File: src/design/linear_probe_hash_set_unit_defines.svh
// ----------------------------------------------------------------------------
// linear probe hash set assertion macros
// Shared property wrappers for the hash set unit; empty when SYNTH is set.
// ----------------------------------------------------------------------------
`ifndef LINEAR_PROBE_HASH_SET_UNIT_DEFINES_SVH
`define LINEAR_PROBE_HASH_SET_UNIT_DEFINES_SVH

`ifndef SYNTH
// same-cycle implication
`define LPHS_ASSERT_IMPLY(label, clk, rst, ante, cons) \
   label: assert property (@(posedge clk) disable iff (rst) (ante) |-> (cons)) \
      else $error("lphs assertion failed");
// next-cycle implication
`define LPHS_ASSERT_NEXT(label, clk, rst, ante, cons) \
   label: assert property (@(posedge clk) disable iff (rst) (ante) |=> (cons)) \
      else $error("lphs assertion failed");
`else
`define LPHS_ASSERT_IMPLY(label, clk, rst, ante, cons)
`define LPHS_ASSERT_NEXT(label, clk, rst, ante, cons)
`endif

`endif

File: src/design/lphs_mod.sv
// ----------------------------------------------------------------------------
// lphs_mod
// Reduces a 32-bit hash to a home slot modulo the capacity. A power-of-two
// capacity registers the low bits; otherwise a reciprocal multiply and one
// correcting subtract run through the h_ff, q_ff and r_ff registers.
// ----------------------------------------------------------------------------
module lphs_mod #(
   parameter int CAPACITY = 1024
) (
   input  logic                        clock,
   input  logic                        reset,
   input  logic                        start,
   input  logic [31:0]                 hash_value,
   output logic                        done,
   output logic [$clog2(CAPACITY)-1:0] rem
);

   localparam int AW = $clog2(CAPACITY);
   localparam bit POW2 = ((CAPACITY & (CAPACITY - 1)) == 0);

   generate
      if (POW2) begin : g_pow2
         logic          done_ff;
         logic [AW-1:0] rem_ff;

         // mask off the low bits
         always_ff @(posedge clock) begin
            if (reset) begin
               done_ff <= 1'b0;
            end else begin
               done_ff <= start;
            end
         end

         always_ff @(posedge clock) begin
            if (start) begin
               rem_ff <= hash_value[AW-1:0];
            end
         end

         assign done = done_ff;
         assign rem  = rem_ff;
      end else begin : g_recip
         // reciprocal of the capacity scaled by 2^(32+AW), fits in 33 bits
         localparam int          SH      = 32 + AW;
         localparam logic [63:0] RECIP   = (64'd1 << SH) / CAPACITY;
         localparam logic [32:0] RECIP_W = RECIP[32:0];
         localparam logic [AW:0] CAP_W   = (AW+1)'(CAPACITY);
         localparam logic [31:0] CAP_32  = 32'(CAPACITY);

         logic          v1_ff, v2_ff, done_ff;
         logic [31:0]   h_ff, h2_ff;
         logic [31:0]   q_ff, q_in;
         logic [AW-1:0] r_ff, r_in;
         logic [64:0]   prod;
         logic [63:0]   qc;
         logic [31:0]   diff;
         logic [AW:0]   diff_w;

         // quotient estimate, never high and at most one low
         always_comb begin
            prod = 65'(h_ff) * 65'(RECIP_W);
            q_in = 32'(prod >> SH);
         end

         // remainder from the estimate, below twice the capacity
         always_comb begin
            qc     = 64'(q_ff) * 64'(CAP_32);
            diff   = h2_ff - qc[31:0];
            diff_w = diff[AW:0];
            r_in   = (diff_w >= CAP_W) ? AW'(diff_w - CAP_W) : diff_w[AW-1:0];
         end

         // stage valid bits
         always_ff @(posedge clock) begin
            if (reset) begin
               v1_ff   <= 1'b0;
               v2_ff   <= 1'b0;
               done_ff <= 1'b0;
            end else begin
               v1_ff   <= start;
               v2_ff   <= v1_ff;
               done_ff <= v2_ff;
            end
         end

         // datapath stages
         always_ff @(posedge clock) begin
            if (start) begin
               h_ff <= hash_value;
            end
            h2_ff <= h_ff;
            q_ff  <= q_in;
            r_ff  <= r_in;
         end

         assign done = done_ff;
         assign rem  = r_ff;
      end
   endgenerate

endmodule

File: config.mk
export PLATFORM = sky130hd
export DESIGN_NAME = lphs_mod
export DESIGN_NICKNAME = d
export VERILOG_FILES = /design/src/design/linear_probe_hash_set_unit_defines.svh /design/src/design/lphs_mod.sv
export SDC_FILE = /design/constraint.sdc
export NUM_CORES = 1
export LEC_CHECK = 0
export BUFFER_PORTS_ARGS = -buffer_cell sky130_fd_sc_hd__buf_2
export CAP_MARGIN = 5
export CORE_AREA = 4 4 41 43
export CTS_CLUSTER_DIAMETER = 60
export DETAILED_ROUTE_END_ITERATION = 16
export DIE_AREA = 0 0 45 47
export GPL_ROUTABILITY_DRIVEN = 0
export GPL_TIMING_DRIVEN = 1
export MAX_ROUTING_LAYER = met4
export PLACE_DENSITY = 0.68
export SLEW_MARGIN = 20
export SYNTH_ARGS = -nofsm -noshare
export SYNTH_HDL_FRONTEND = slang
export SYNTH_SLANG_ARGS = --single-unit
File: constraint.sdc
create_clock -name clock -period 0.8 [get_ports clock]
set_input_delay 0 -clock clock [delete_from_list [all_inputs] [get_ports clock]]
set_output_delay 0 -clock clock [all_outputs]
set_load 0.05 [all_outputs]
== Word-level counts from Yosys, hierarchy flattened ==
Cells that the tools add are included.
Storage, ports and cells
  bits in registers: 11
  input port bits: 35
  word-level logic and storage cells: 2
  output and inout bits: 11

== Depth between registers and ports, before layout ==
  word-level depth: 0
  gate-level depth with buffers: 1

== Worst setup path before layout ==
No wires, ideal clock.
  path type: register -> output
  start point: register g_pow2.rem_ff[0] (netlist: rem[0])
  end point: output port rem[0]
  data arrival time: 0.601 ns
  stages on the path, launching flop included: 1
  slack: 0.199 ns
  buffers on the path: 0
  data required time: 0.800 ns
  cells stage by stage: edfxtp_1
RTL lines
  start: declaration: line lphs_mod.sv:24  | logic [AW-1:0] rem_ff;
  start signal: assignment: line lphs_mod.sv:37  | rem_ff <= hash_value[AW-1:0];
  end: declaration: line lphs_mod.sv:15  | output logic [$clog2(CAPACITY)-1:0] rem
No word-level cell between the ends.

== Worst setup path after layout ==
  start point: register g_pow2.rem_ff[7] (netlist: rem[7])
  end point: output port rem[7]
No word-level cell between the ends.

==> results.cfg <==
[route]
ant_nets = 0
drt_iter0_drc = 1
dr.pass1.iters = 2
wl_um = 738
drc_errors = 0
wl_per_cell_um = 11.4
num_vias = 255
via_per_inst = 3.92

[worst_setup_path]
path_class = flop to output port
cp-end-kind = output port
path_delay_family = flip-flops
start_kind = flop
crit_chain = buf_6
critPathSlowestCell = edfxtp_1
path_max_fanout = 1
timing.critical_path.buf_inv = 1
crit_arrival_ps = 830
max_stage_delay_ps = 400
required_ps = 800

[run_status]
violations = negative setup slack
status = finished, violations left

[final_layout]
final_common_cell = buf_2
nNetsFinal = 86
final_cell_mix = 12 x buf_2, 11 x dlygate4sd3_1, 11 x buf_6, 10 x edfxtp_1, 3 x clkbuf_4
drive_gt1_share_pct = 54.0
final.fill_count = 120
stdcell_count = 65
diodes = 0
regArea_um2 = 320
area_growth_pct = 101
multi_input_area_um2 = 13.8

[floorplan]
fp.coreArea_um2 = 1300
ios = 46
die_h_um = 47
die_area_um2 = 2120
row_count = 13
die_x_um = 45
initial_utilization_pct = 25.7

[global_route]
antenna_found_initial = 0
gr-usage-met1_pct = 8.41
busiest_layer = met2
grt_use_total_pct = 8.65
grt_pass1_vias = 285
gr-total-overflow = 0
grt_pass1_wl_um = 1190
grtUsageMet2_pct = 14.4
grt_max_degree = 12
grtUsageMet3_pct = 2.30

[timing]
relSlewSlack_pct = 84.6
grt_setup_unrepaired = true
worst_pin_slew_ps = 231
setup_slack_ps = -28.7
min_period_ps = 829
fin_crit_sh_pct = 104
tns_ps = -70.4
slew_violations = 0
final-setup-viol-count = 8
holdWs_ps = 106
max_freq_mhz = 1210
timing.final.hold_violations = 0

[place]
placed_cells = 50
io_buffers = 23

[pwr]
p_seq_share_pct = 50.3
vdd_drop_max_mv = 0.906
powerDensity_nw_per_um2 = 2050
switching_share_pct = 27.2
switching_power_mw = 0.376
power_leakage_nw = 0.288
p_int_mw = 1.01
pwr-share-clk_pct = 25.9
report.power.total_mw = 1.38
pwr-share-comb_pct = 23.8

[synth]
synth_top_cell_area_share_pct = 89.9
ys_ff_latch = 11
yosysSeqAreaShare_pct = 95.9
synth_fp_nets = 47
yosys_warnings = 0
syn_area_per_cell_um2 = 27.8
synth_cell_type_count = 3
synthTopCellsByArea = edfxtp_1 90%, dfxtp_1 6.0%, nor2b_4 4.1%
syn_inst = 12
yosysTopAreaCell = edfxtp_1
synth_area_um2 = 334

[cts]
cts-buffers-inserted = 3
clock_sinks = 11
cts_tree = done
clk_pin_slew_ps = 70
cts-root-buf = clkbuf_4
ctsHtreeMaxLevel = 1
clk_path_buf_depth = 2

[flow_run]
maxCapViolCount = 0

[min_path]
worst_hold_path_type = input port to flop
==> stage by stage <==
step                worst slack, ps  utilization, %  area, um2
floorplan                       199               -        334
global placement                246            36.0        468
detailed placement              224            36.0        468
CTS                           -35.8            51.4        669
global route                  -54.3            51.7        673
finish                        -28.7            51.7        673
==> path summary, 6_finish.rpt <==
path	depth (start not counted)	from	slack [ps]	end
worst max-delay path	1	rem[7]	-30	rem[7]
worst min-delay path	2	start	110	done
==> cell families (layout without fill, tap and decap cells) <==
family,Yosys count,after routing,share of synthesized area [%]
simple gates,1,1,4.12
buf+inv,0,38,0
flops,11,11,95.9
==> per-layer routing <==
metal,share of wire (%),vias up
met5,0,-
met4,0,0
met3,6.8,0
met2,60,11
met1,33,123
li1,-,121
==> timing repair <==
action	in CTS	in global routing
endpoints found under the setup margin	11	11
buffers inserted	0	0
endpoints found under the hold margin	11	0
resized for setup	21	1
hold buffers	11	0
==> flip-flops by register name, summed over array words and instances, names as in the netlist <==
register / cells
done: 1
rem: 10
==> final cells by class <==
class	count	area share [%]
clock buffer	4	3.90
tap	15	2.79
sequential	11	47.6
timing repair buffer	34	43.7
multi-input combinational	1	2.04
==> synthesized netlist by cell type <==
library cell	count
edfxtp_1	10
dfxtp_1	1
nor2b_4	1
==> power groups by stage <==
stage | combinational [mW] | sequential (mW) | clock (mW)
floorplan | 0.00442 | 0.855 | 0
global placement | 0.237 | 0.694 | 0
global route | 0.344 | 0.700 | 0.394
detailed placement | 0.239 | 0.697 | 0
finish | 0.329 | 0.696 | 0.358
CTS | 0.329 | 0.696 | 0.373
Note: power is estimated with default switching activity, not from simulation.
